### config.mk
export PLATFORM = sky130hd
export DESIGN_NAME = bitmap_id_allocator
export DESIGN_NICKNAME = d
export VERILOG_FILES = /design/src/rtl/core/bia_pkg.sv /design/src/rtl/core/bia_word_ram.sv /design/src/rtl/core/bia_ctrl.sv /design/src/rtl/core/bitmap_id_allocator.sv
export SDC_FILE = /design/constraint.sdc
export NUM_CORES = 2
export LEC_CHECK = 0
export BUFFER_PORTS_ARGS = -buffer_cell sky130_fd_sc_hd__clkbuf_2
export CAP_MARGIN = 20
export CORE_UTILIZATION = 55
export DETAILED_ROUTE_END_ITERATION = 6
export PLACE_DENSITY = 0.74
export RECOVER_POWER = 100
export SETUP_SLACK_MARGIN = 0.3
export SLEW_MARGIN = 10
export SYNTH_ARGS = -nofsm -noshare
export SYNTH_HDL_FRONTEND = slang
export SYNTH_SLANG_ARGS = --single-unit
### constraint.sdc
create_clock -name aclk -period 8.41 [get_ports aclk]
set_input_delay 1.682 -clock aclk [delete_from_list [all_inputs] [get_ports aclk]]
set_output_delay 1.682 -clock aclk [all_outputs]
set_load 0.02 [all_outputs]
### src/rtl/core/bia_pkg.sv
`default_nettype none

package bia_pkg;

    localparam int WORD_BITS  = 64;
    localparam int WORD_COUNT = 16;
    localparam int TOTAL_IDS  = WORD_BITS * WORD_COUNT;
    localparam int OFF_W      = $clog2(WORD_BITS);
    localparam int IDX_W      = (WORD_COUNT > 1) ? $clog2(WORD_COUNT) : 1;

    localparam int KIND_W    = 2;
    localparam int ID_W      = 10;
    localparam int STAT_W    = 2;
    localparam int HM_W      = 11;
    localparam int S_TDATA_W = 16;
    localparam int M_TDATA_W = 24;

    typedef logic [WORD_BITS-1:0] word_t;

    typedef enum logic [KIND_W-1:0] {
        KIND_ALLOC   = 2'd0,
        KIND_CLAIM   = 2'd1,
        KIND_RELEASE = 2'd2
    } kind_t;

    typedef enum logic [STAT_W-1:0] {
        STAT_OK       = 2'd0,
        STAT_BUSY     = 2'd1,
        STAT_FREE_REL = 2'd2
    } status_t;

    typedef enum logic [2:0] {
        S_IDLE,
        S_ALLOC,
        S_CLAIM,
        S_REL,
        S_SCAN,
        S_DONE
    } state_t;

    typedef struct packed {
        logic             rd_en;
        logic [IDX_W-1:0] rd_addr;
        logic             wr_en;
        logic [IDX_W-1:0] wr_addr;
        word_t            wr_data;
    } ram_req_t;

    typedef struct packed {
        logic [ID_W-1:0] granted_id;
        status_t         status;
        logic [HM_W-1:0] high_mark;
    } result_t;

    // position of the lowest clear bit; zero if the word is full
    function automatic logic [OFF_W-1:0] lowest_zero(input word_t w);
        logic [OFF_W-1:0] pos;
        pos = '0;
        for (int i = WORD_BITS - 1; i >= 0; i--) begin
            if (!w[i]) begin
                pos = OFF_W'(i);
            end
        end
        return pos;
    endfunction

    // position of the highest set bit; zero if the word is empty
    function automatic logic [OFF_W-1:0] highest_one(input word_t w);
        logic [OFF_W-1:0] pos;
        pos = '0;
        for (int i = 0; i < WORD_BITS; i++) begin
            if (w[i]) begin
                pos = OFF_W'(i);
            end
        end
        return pos;
    endfunction

    // ones at bit positions off and below
    function automatic word_t low_mask(input logic [OFF_W-1:0] off);
        logic [OFF_W-1:0] sh;
        sh = OFF_W'(WORD_BITS - 1) - off;
        return word_t'('1) >> sh;
    endfunction

endpackage

`default_nettype wire

### src/rtl/core/bia_word_ram.sv
`default_nettype none

module bia_word_ram (
    input  wire logic             aclk,
    input  wire logic             aresetn,
    input  wire bia_pkg::ram_req_t req,
    output bia_pkg::word_t        rd_data
);
    import bia_pkg::*;

    word_t                 word_mem [WORD_COUNT];
    logic [WORD_COUNT-1:0] valid_reg;
    word_t                 rd_data_reg;

    always_ff @(posedge aclk) begin
        if (req.wr_en) begin
            word_mem[req.wr_addr] <= req.wr_data;
        end
        // a word never written since reset reads as all free
        if (req.rd_en) begin
            rd_data_reg <= valid_reg[req.rd_addr] ? word_mem[req.rd_addr] : '0;
        end
    end

    always_ff @(posedge aclk) begin
        if (!aresetn) begin
            valid_reg <= '0;
        end else if (req.wr_en) begin
            valid_reg[req.wr_addr] <= 1'b1;
        end
    end

    assign rd_data = rd_data_reg;

endmodule

`default_nettype wire

### src/rtl/core/bia_ctrl.sv
`default_nettype none

module bia_ctrl (
    input  wire logic                       aclk,
    input  wire logic                       aresetn,
    input  wire logic                       s_valid,
    output logic                            s_ready,
    input  wire logic [bia_pkg::KIND_W-1:0] in_kind,
    input  wire logic [bia_pkg::ID_W-1:0]   in_target,
    output logic                            res_valid,
    input  wire logic                       res_ready,
    output bia_pkg::result_t                res,
    output bia_pkg::ram_req_t               ram_req,
    input  wire bia_pkg::word_t             rd_data
);
    import bia_pkg::*;

    state_t           state_reg, state_next;
    logic [IDX_W-1:0] idx_reg, idx_next;
    logic [OFF_W-1:0] off_reg, off_next;
    logic [HM_W-1:0]  top_reg, top_next;
    logic [ID_W-1:0]  res_id_reg, res_id_next;
    status_t          res_stat_reg, res_stat_next;

    kind_t            kind;
    logic             in_range;
    logic [IDX_W-1:0] in_idx;
    logic [OFF_W-1:0] in_off;
    logic             last_word;
    logic             first_word;

    logic             alloc_hit;
    logic [OFF_W-1:0] alloc_off;
    logic [ID_W-1:0]  alloc_id;
    logic [ID_W-1:0]  cur_id;
    logic [HM_W-1:0]  cur_plus;
    logic             tgt_bit;
    logic             is_top;
    word_t            rel_word;
    word_t            rel_low;
    logic             rel_found;
    logic [OFF_W-1:0] rel_pos;
    logic             scan_found;
    logic [OFF_W-1:0] scan_pos;

    assign kind     = kind_t'(in_kind);
    assign in_range = HM_W'(in_target) < HM_W'(TOTAL_IDS);
    assign in_idx   = in_target[OFF_W +: IDX_W];
    assign in_off   = in_target[OFF_W-1:0];

    assign last_word  = idx_reg == IDX_W'(WORD_COUNT - 1);
    assign first_word = idx_reg == '0;

    assign alloc_hit = rd_data != word_t'('1);
    assign alloc_off = lowest_zero(rd_data);
    assign alloc_id  = ID_W'({idx_reg, alloc_off});
    assign cur_id    = ID_W'({idx_reg, off_reg});
    assign cur_plus  = HM_W'(cur_id) + HM_W'(1);
    assign tgt_bit   = rd_data[off_reg];
    assign is_top    = top_reg == cur_plus;

    assign rel_word   = rd_data & ~(word_t'(1) << off_reg);
    assign rel_low    = rel_word & low_mask(off_reg);
    assign rel_found  = |rel_low;
    assign rel_pos    = highest_one(rel_low);
    assign scan_found = |rd_data;
    assign scan_pos   = highest_one(rd_data);

    always_comb begin
        state_next = state_reg;
        unique case (state_reg)
            S_IDLE: begin
                if (s_valid) begin
                    unique case (kind)
                        KIND_ALLOC:   state_next = S_ALLOC;
                        KIND_CLAIM:   state_next = in_range ? S_CLAIM : S_DONE;
                        KIND_RELEASE: state_next = in_range ? S_REL : S_DONE;
                        default:      state_next = S_DONE;
                    endcase
                end
            end
            S_ALLOC: begin
                if (alloc_hit || last_word) begin
                    state_next = S_DONE;
                end
            end
            S_CLAIM: state_next = S_DONE;
            S_REL: begin
                if (!tgt_bit || !is_top || rel_found || first_word) begin
                    state_next = S_DONE;
                end else begin
                    state_next = S_SCAN;
                end
            end
            S_SCAN: begin
                if (scan_found || first_word) begin
                    state_next = S_DONE;
                end
            end
            S_DONE: begin
                if (res_ready) begin
                    state_next = S_IDLE;
                end
            end
            default: state_next = S_IDLE;
        endcase
    end

    always_comb begin
        idx_next      = idx_reg;
        off_next      = off_reg;
        top_next      = top_reg;
        res_id_next   = res_id_reg;
        res_stat_next = res_stat_reg;
        ram_req       = '0;
        s_ready       = 1'b0;
        res_valid     = 1'b0;
        unique case (state_reg)
            S_IDLE: begin
                s_ready = 1'b1;
                if (s_valid) begin
                    idx_next      = (kind == KIND_ALLOC) ? '0 : in_idx;
                    off_next      = in_off;
                    res_id_next   = '0;
                    res_stat_next = STAT_OK;
                    ram_req.rd_addr = idx_next;
                    unique case (kind)
                        KIND_ALLOC: begin
                            ram_req.rd_en = 1'b1;
                        end
                        KIND_CLAIM: begin
                            ram_req.rd_en = in_range;
                            if (!in_range) begin
                                res_stat_next = STAT_BUSY;
                            end
                        end
                        KIND_RELEASE: begin
                            ram_req.rd_en = in_range;
                            if (!in_range) begin
                                res_stat_next = STAT_FREE_REL;
                            end
                        end
                        default: begin
                            ram_req.rd_en = 1'b0;
                        end
                    endcase
                end
            end
            S_ALLOC: begin
                if (alloc_hit) begin
                    ram_req.wr_en   = 1'b1;
                    ram_req.wr_addr = idx_reg;
                    ram_req.wr_data = rd_data | (word_t'(1) << alloc_off);
                    res_id_next     = alloc_id;
                    if (HM_W'(alloc_id) >= top_reg) begin
                        top_next = HM_W'(alloc_id) + HM_W'(1);
                    end
                end else if (last_word) begin
                    res_stat_next = STAT_BUSY;
                end else begin
                    // advance to the next word
                    idx_next        = idx_reg + IDX_W'(1);
                    ram_req.rd_en   = 1'b1;
                    ram_req.rd_addr = idx_next;
                end
            end
            S_CLAIM: begin
                if (tgt_bit) begin
                    res_stat_next = STAT_BUSY;
                end else begin
                    ram_req.wr_en   = 1'b1;
                    ram_req.wr_addr = idx_reg;
                    ram_req.wr_data = rd_data | (word_t'(1) << off_reg);
                    res_id_next     = cur_id;
                    if (HM_W'(cur_id) >= top_reg) begin
                        top_next = cur_plus;
                    end
                end
            end
            S_REL: begin
                if (!tgt_bit) begin
                    res_stat_next = STAT_FREE_REL;
                end else begin
                    ram_req.wr_en   = 1'b1;
                    ram_req.wr_addr = idx_reg;
                    ram_req.wr_data = rel_word;
                    res_id_next     = cur_id;
                    if (is_top) begin
                        if (rel_found) begin
                            top_next = HM_W'({idx_reg, rel_pos}) + HM_W'(1);
                        end else if (first_word) begin
                            top_next = '0;
                        end else begin
                            // walk down to the lower words
                            idx_next        = idx_reg - IDX_W'(1);
                            ram_req.rd_en   = 1'b1;
                            ram_req.rd_addr = idx_next;
                        end
                    end
                end
            end
            S_SCAN: begin
                if (scan_found) begin
                    top_next = HM_W'({idx_reg, scan_pos}) + HM_W'(1);
                end else if (first_word) begin
                    top_next = '0;
                end else begin
                    idx_next        = idx_reg - IDX_W'(1);
                    ram_req.rd_en   = 1'b1;
                    ram_req.rd_addr = idx_next;
                end
            end
            S_DONE: begin
                res_valid = 1'b1;
            end
            default: begin
                res_valid = 1'b0;
            end
        endcase
    end

    always_ff @(posedge aclk) begin
        if (!aresetn) begin
            state_reg <= S_IDLE;
            top_reg   <= '0;
        end else begin
            state_reg <= state_next;
            top_reg   <= top_next;
        end
    end

    always_ff @(posedge aclk) begin
        idx_reg      <= idx_next;
        off_reg      <= off_next;
        res_id_reg   <= res_id_next;
        res_stat_reg <= res_stat_next;
    end

    assign res.granted_id = res_id_reg;
    assign res.status     = res_stat_reg;
    assign res.high_mark  = top_reg;

    a_no_rw_same_word: assert property (@(posedge aclk) disable iff (!aresetn)
        ram_req.wr_en && ram_req.rd_en |-> ram_req.wr_addr != ram_req.rd_addr)
        else $error("read and write of the same word in one cycle");

    a_fail_has_zero_id: assert property (@(posedge aclk) disable iff (!aresetn)
        res_valid && res.status != STAT_OK |-> res.granted_id == '0)
        else $error("failed request carries a nonzero id");

    a_top_in_range: assert property (@(posedge aclk) disable iff (!aresetn)
        top_reg <= HM_W'(TOTAL_IDS))
        else $error("high mark beyond id space");

    a_write_ends_work: assert property (@(posedge aclk) disable iff (!aresetn)
        ram_req.wr_en && !ram_req.rd_en |=> state_reg == S_DONE)
        else $error("bitmap write without finishing the request");

    a_result_held: assert property (@(posedge aclk) disable iff (!aresetn)
        state_reg == S_DONE && !res_ready
            |=> state_reg == S_DONE && $stable(res_id_reg) && $stable(top_reg))
        else $error("pending result changed while held");

endmodule

`default_nettype wire

### src/rtl/core/bitmap_id_allocator.sv
// Identifier allocator over a bitmap of WORD_COUNT words of WORD_BITS bits.
// Slave channel (s_): one request per transfer; kind selects allocate the
// lowest free id, claim target_id or release target_id.
// Master channel (m_): exactly one result per request, in request order:
// granted_id, status (ok, busy/full, release of a free id) and high_mark,
// one past the highest id in use after the request.
// One request is worked at a time. The bitmap sits in a memory with one
// read and one write port and a registered read; allocate walks it upward
// and a release of the highest id walks it downward, one word per cycle.
// Allocate examines up to WORD_COUNT words; a release rebuilds the high
// mark from the lower words only when it frees the highest id and no
// lower id in the same word is in use. A new request is taken in the
// cycle after the previous result has moved to the output register.
// The output register holds a result while m_tready is low; the next result
// waits inside the block and s_tready stays low until it can move on.
// Reset (aresetn low, synchronous) marks every id free and the high mark
// zero at once; requests are taken in the first cycle after reset.
`default_nettype none

module bitmap_id_allocator (
    input  wire logic                          aclk,
    input  wire logic                          aresetn,
    input  wire logic                          s_tvalid,
    output logic                               s_tready,
    // [1:0] kind, [11:2] target_id, rest zero
    input  wire logic [bia_pkg::S_TDATA_W-1:0] s_tdata,
    output logic                               m_tvalid,
    input  wire logic                          m_tready,
    // [9:0] granted_id, [11:10] status, [22:12] high_mark, rest zero
    output logic [bia_pkg::M_TDATA_W-1:0]      m_tdata
);
    import bia_pkg::*;

    ram_req_t              ram_req;
    word_t                 rd_data;
    result_t               res;
    logic                  res_valid;
    logic                  res_ready;
    logic                  m_tvalid_reg, m_tvalid_next;
    logic [M_TDATA_W-1:0]  m_tdata_reg, m_tdata_next;

    bia_ctrl u_ctrl (
        .aclk      (aclk),
        .aresetn   (aresetn),
        .s_valid   (s_tvalid),
        .s_ready   (s_tready),
        .in_kind   (s_tdata[KIND_W-1:0]),
        .in_target (s_tdata[KIND_W +: ID_W]),
        .res_valid (res_valid),
        .res_ready (res_ready),
        .res       (res),
        .ram_req   (ram_req),
        .rd_data   (rd_data)
    );

    bia_word_ram u_ram (
        .aclk    (aclk),
        .aresetn (aresetn),
        .req     (ram_req),
        .rd_data (rd_data)
    );

    assign res_ready = !m_tvalid_reg || m_tready;

    always_comb begin
        m_tvalid_next = m_tvalid_reg;
        m_tdata_next  = m_tdata_reg;
        if (res_ready) begin
            m_tvalid_next = res_valid;
            if (res_valid) begin
                m_tdata_next = M_TDATA_W'({res.high_mark, res.status, res.granted_id});
            end
        end
    end

    always_ff @(posedge aclk) begin
        if (!aresetn) begin
            m_tvalid_reg <= 1'b0;
        end else begin
            m_tvalid_reg <= m_tvalid_next;
        end
    end

    always_ff @(posedge aclk) begin
        m_tdata_reg <= m_tdata_next;
    end

    assign m_tvalid = m_tvalid_reg;
    assign m_tdata  = m_tdata_reg;

endmodule

`default_nettype wire
; ---- Word level (Yosys, flattened, before mapping)
; Memory sizes are Yosys's and may differ from the RTL's. A register that Yosys moved wholly into a read port is not among the register bits.
; Index checks and enable logic that the tools add are counted.
[totals]
reg_bits = 76
ramBits = 1024
inputBits = 20
out_inout_bits = 26
wordCells = 337
mem_count = 1
[op_classes]
addsub = 7
n_lt_le_gt_ge = 6
n_eq_ne = 27
shifts = 3
n_mux = 251
bitwise_logic = 6
reduce_logical = 27
[mem_list]
columns = name, depth, width, read_ports, rd_clocked_by_memory_dff, write_ports, line
row1 = u_ram.word_mem, 16, 64, 1, 1, 1, bia_word_ram.sv:11  ; word_t word_mem [WORD_COUNT];
[op_table]
columns = cell, n
row1 = 2-to-1 mux 6 bit, 128
row2 = case mux 69 bit (3 select lines), 1
row3 = 2-to-1 mux 5 bit, 39
row4 = 2-to-1 mux 69 bit, 2
row5 = AND 64 bit, 2
row6 = OR 64 bit, 2
row7 = OR reduction 64 bit, 2
row8 = "<< shifter 1 x 6 -> 64 bit, first input constant", 2
row9 = 2-to-1 mux 4 bit, 25
row10 = 2-to-1 mux 11 bit, 9
row11 = 2-to-1 mux 74 bit, 1
row12 = "!= test 64 bit, second input constant", 1
row13 = NOT 64 bit, 1
row14 = "right shift 64 x 6 -> 64 bit, first input constant", 1
row15 = "adder 10 x 1 -> 11 bit, second input constant", 4
row16 = case mux 11 bit (4 select lines), 1
row17 = 2-to-1 mux 10 bit, 4
row18 = case mux 10 bit (4 select lines), 1
row19 = 2-to-1 mux 3 bit, 12
row20 = greater-or-equal comparator 10 x 11 -> 1 bit, 2
row21 = case mux 5 bit (4 select lines), 1
row22 = 2-to-1 mux 2 bit, 9
row23 = "!= test 2 x 1 -> 1 bit, second input constant", 9
row24 = case mux 3 bit (6 select lines), 1
row25 = 36 further kinds, 67

; ---- Depth between registers and ports, before layout
[depth]
depth_word = 73
depth_mapped = 26
ltp_nobuf = 22

; ---- By module
; From an unflattened synthesis, not the netlist that was laid out.
[hier_totals]
cells_unflattened = 3314
hier_area_um2 = 51672.1
[by_module_without_submodules]
columns = mod, instances, cells_each, area_per_inst_um2, seq_area_each_um2
row1 = bia_word_ram, 1, 1696, 40864.2, 32991.6
row2 = bia_ctrl, 1, 1588, 10048.4, 940.9
row3 = bitmap_id_allocator, 1, 30, 759.5, 710.7

; ---- Least setup slack after synthesis
; OpenSTA, ideal clock, no wires.
[synth_path]
kind = register to register
from = register u_ctrl.off_reg[0]
to = memory u_ram.word_mem[3][0] (netlist bit) (enable)
setup_time_ns = 0.567
arrival_ns = 7.252
required_ns = 7.843
slack_ns = 0.591
stages_incl_launch_ff = 12
n_path_buf = 2
period_less_slack_ns = 7.819
path_cell_list = edfxtp_1 clkbuf_1 buf_2 mux4_2 o221ai_1 o21ai_0 o311a_1 nor2_1 nand2_1 nand3_1 nand3_1 nor3_1
[synth_via]
elab_chain_len = 6
elab_cells_between_ends = 7
classes_between = 7 x mux
[synth_lines]
columns = item, line
row1 = "start, declared", bia_ctrl.sv:20  ; logic [OFF_W-1:0] off_reg, off_next;
row2 = "start signal, assigned", bia_ctrl.sv:234  ; off_reg <= off_next;
row3 = binary-select mux 1 bit (select 6 bit) (*), bia_ctrl.sv:59  ; assign tgt_bit = rd_data[off_reg];
row4 = 2-to-1 mux 1 bit (not written as such) (*), bia_ctrl.sv:59
row5 = 2-to-1 mux 74 bit or 2-to-1 mux 69 bit (tied branches), "bia_ctrl.sv:181, bia_ctrl.sv:168"
row6 = case mux 69 bit (3 select lines) (*), bia_ctrl.sv:118  ; unique case (state_reg)
row7 = 2-to-1 mux 1 bit, bia_word_ram.sv:16  ; if (req.wr_en) begin
row8 = 2-to-1 mux 1 bit (not written as such), bia_word_ram.sv:17  ; word_mem[req.wr_addr] <= req.wr_data;
row9 = "end, declared", bia_word_ram.sv:11
; Mark *: on every way between the ends. The rest lies on a longest branch, timed or not. The select of a mux whose other input is x is not followed.

; ---- Worst setup path in the final report
[layout_path]
from = register u_ctrl.off_reg[5]
to = memory u_ram.word_mem[10][36] (netlist bit) (enable)
; Same word-level chain as after synthesis.

==> reports/qor.yml <==
outcome: "finished with violations"
failed_checks: "max-capacitance violations, max-slew violations"
r2r_cells: 13
setup-violations-final: 0
place_congestion: 1.05
port_buffers: 40
synthToLayoutAreaGrowth_pct: 9.77
cts_sinks: 1164
via_per_inst: 6.78
drv_slew: 344
track_usage_pct: 33.0
period_needed_ns: 7.63
std_cell_rows: 112
syn_area_sq_um: 52400
die_x_um: 311
required_ns: 8.78
crit_type: "flip-flop to flip-flop"
ys_seq_area_share_pct: 66.1
cap_violations: 13
hold_viol: 0
worst_slew_pin_slew_ns: 2.38
relSlewSlack_pct: -58.4
wl_per_cell_um: 29.4
initial_utilization_pct: 55.8
tns_ns: 0
grt_max_degree: 154
synth-async-reset-ratio_pct: 0
fin_nets: 4245
r2r-start: "u_ctrl.off_reg[5]"
syn_nets: 4239
largest_register_ff_count: 1024
critPathMaxFanout: 35
drive_gt1_share_pct: 11.3
ctsHoldBuffers: 0
core_area_sq_um: 93900
die_y_um: 311
end_kind: "flip-flop"
worstSetupEndpoint: "u_ram.word_mem[10][36]"
grt_pass1_vias: 35982
cts_tree: "yes"
p_leak_nw: 18.9
cts.reportedPaths.clkPinSlew_ns: 0.06
startpoint: "u_ctrl.off_reg[5]"
drc: 0
postCtsSetupRepairBufs: 0
n_fill_cell: 7107
synth_top_area_cell: "edfxtp_1"
timing.fmax_ghz: 0.131
ys.flop_type: "edfxtp_1"
syn_area_per_cell_sq_um: 12.5
h-tree-depth: 3
ir_drop_v: 0.000180
io_pins: 46
ys_warn_count: 0
clkLatencyLatePin_ns: 0.74
dieArea_sq_um: 96500
crit_arrival_ns: 8.00
pwr_density_cell_nw_per_um2: 270
synth_edf_count: 1133
post_cts_resized: 0
via_count: 37542
finalCritPeriodShare_pct: 90.7
postRouteAntennaNets: 0
synth_top_area_share_pct: 64.9
synth-seq-cells: 1164
skew_ns: 0.0529
synthCells: 4183
cts_made_buffers: 111
r2r_slack_ns: 0.78
hp-class: "flip-flop to flip-flop"
final_core_util_pct: 61.3
yosys-top-cells-area: "edfxtp_1, nand2_1, nand3_1"
clockBufferDepth: 3
grt_setup_unrepaired: "no"
grt-ovfl-total: 0
final_common_cell: "edfxtp_1"
antenna_found_initial: 1
drtIter0Drc: 5991
drt-pass1-iter-count: 7
r2r_end: "u_ram.word_mem[10][36]"
place.detailed.hpwl_um: 97900
clockRootBuffer: "clkbuf_16"
synth_cell_types: 92
layout_common_cells: "edfxtp_1, nand2_1, nand3_1, nor2_1, o21ai_0"
wl_um: 163000
critical_path.startpoint_type: "flip-flop"
grt_pass1_wl_um: 236000
## worst max-delay path, stage by stage, from the launching register on
cell and delay, ns:
edfxtp_1 0.36, buf_4 0.29, clkbuf_1 0.57, nand2_1 0.34, clkbuf_1 0.98, a311oi_1 0.11
nand3_1 0.16, nand4_1 0.38, nor2_1 0.65, nand2_1 0.73, nand3_1 0.55, nand3_1 0.32
nor2_2 1.32, buf_4 0.49
## power by group
group          total, mW  switching [mW]  internal (mW)
logic               3.53            2.34           1.19
registers           7.25           0.271           6.98
clock network       4.73            2.10           2.62
## stage by stage
stage               area, sq um  hold WS (ns)  total power [mW]  std cells  setup WS [ns]
floorplan                 52400         0.400              9.62       4183          0.591
global placement          54600         0.402              10.8       5313           1.82
detailed placement        54600         0.407              10.9       5316           1.80
CTS                       58100         0.421              15.6       5522           1.69
global route              57500         0.424              16.0       5536          0.706
finish                    57500         0.416              15.5       5537          0.779
## layout make-up
class | count | area [sq um] | area share (%)
Antenna cell | 1 | 2.50 | 0.00435
Clock buffer | 137 | 2890 | 5.01
Clock inverter | 69 | 543 | 0.944
Inverter | 68 | 255 | 0.444
Multi-Input combinational cell | 2618 | 16000 | 27.9
Sequential cell | 1164 | 34600 | 60.2
Tap cell | 1254 | 1570 | 2.73
Timing Repair Buffer | 226 | 1600 | 2.78
## per-layer routing
metal	track usage, %	part of all wire (%)	vias to the layer above	wire (um)
li1	-	-	16146	-
met1	45.4	39	18474	63000
met2	51.0	46	2540	74100
met3	6.44	11	382	18100
met4	15.5	4.5	0	7290
met5	0	0	-	0
## logic make-up after synthesis
group	after synthesis	synth area share, %
buffers and inverters	401	3.16
adders and majority gates	36	0.859
xor gates and xnor gates	43	0.719
DFF	1164	66.1
AOI/OAI and AO/OA	881	12.6
muxes	154	3.54
and+or+nand+nor	1503	13.0
other	1	0.00715
## Yosys cell counts (27+ instances only)
cell and number:
buf_2 65, inv_1 65, nor4_1 31, o211ai_1 28, mux2_2 129, a22o_1 66, edfxtp_1 1133, ha_1 36
a21oi_1 147, a211oi_2 60, clkbuf_1 235, nor3_1 55, nand2b_1 27, nand3_1 318, nand4_1 92, o21ai_0 178
nand2_1 670, o22ai_1 38, dfxtp_1 31, nor2_1 210, a31oi_1 35, a222oi_1 129
## worst min-delay path by stage
stage | from | to | slack [ns] | cells after the start
2_1_floorplan | u_ctrl.res_id_reg[0] | m_tdata[0] | 0.40 | 0
3_3_place_gp | u_ctrl.res_id_reg[2] | m_tdata[2] | 0.40 | 0
3_5_place_dp | u_ctrl.res_id_reg[9] | m_tdata[9] | 0.41 | 0
4_1_cts | u_ctrl.res_id_reg[9] | m_tdata[9] | 0.42 | 0
5_1_grt | u_ctrl.res_id_reg[9] | m_tdata[9] | 0.42 | 0
6_report | u_ctrl.res_id_reg[7] | m_tdata[7] | 0.42 | 0
No activity file was read; power rests on OpenSTA's default activity.
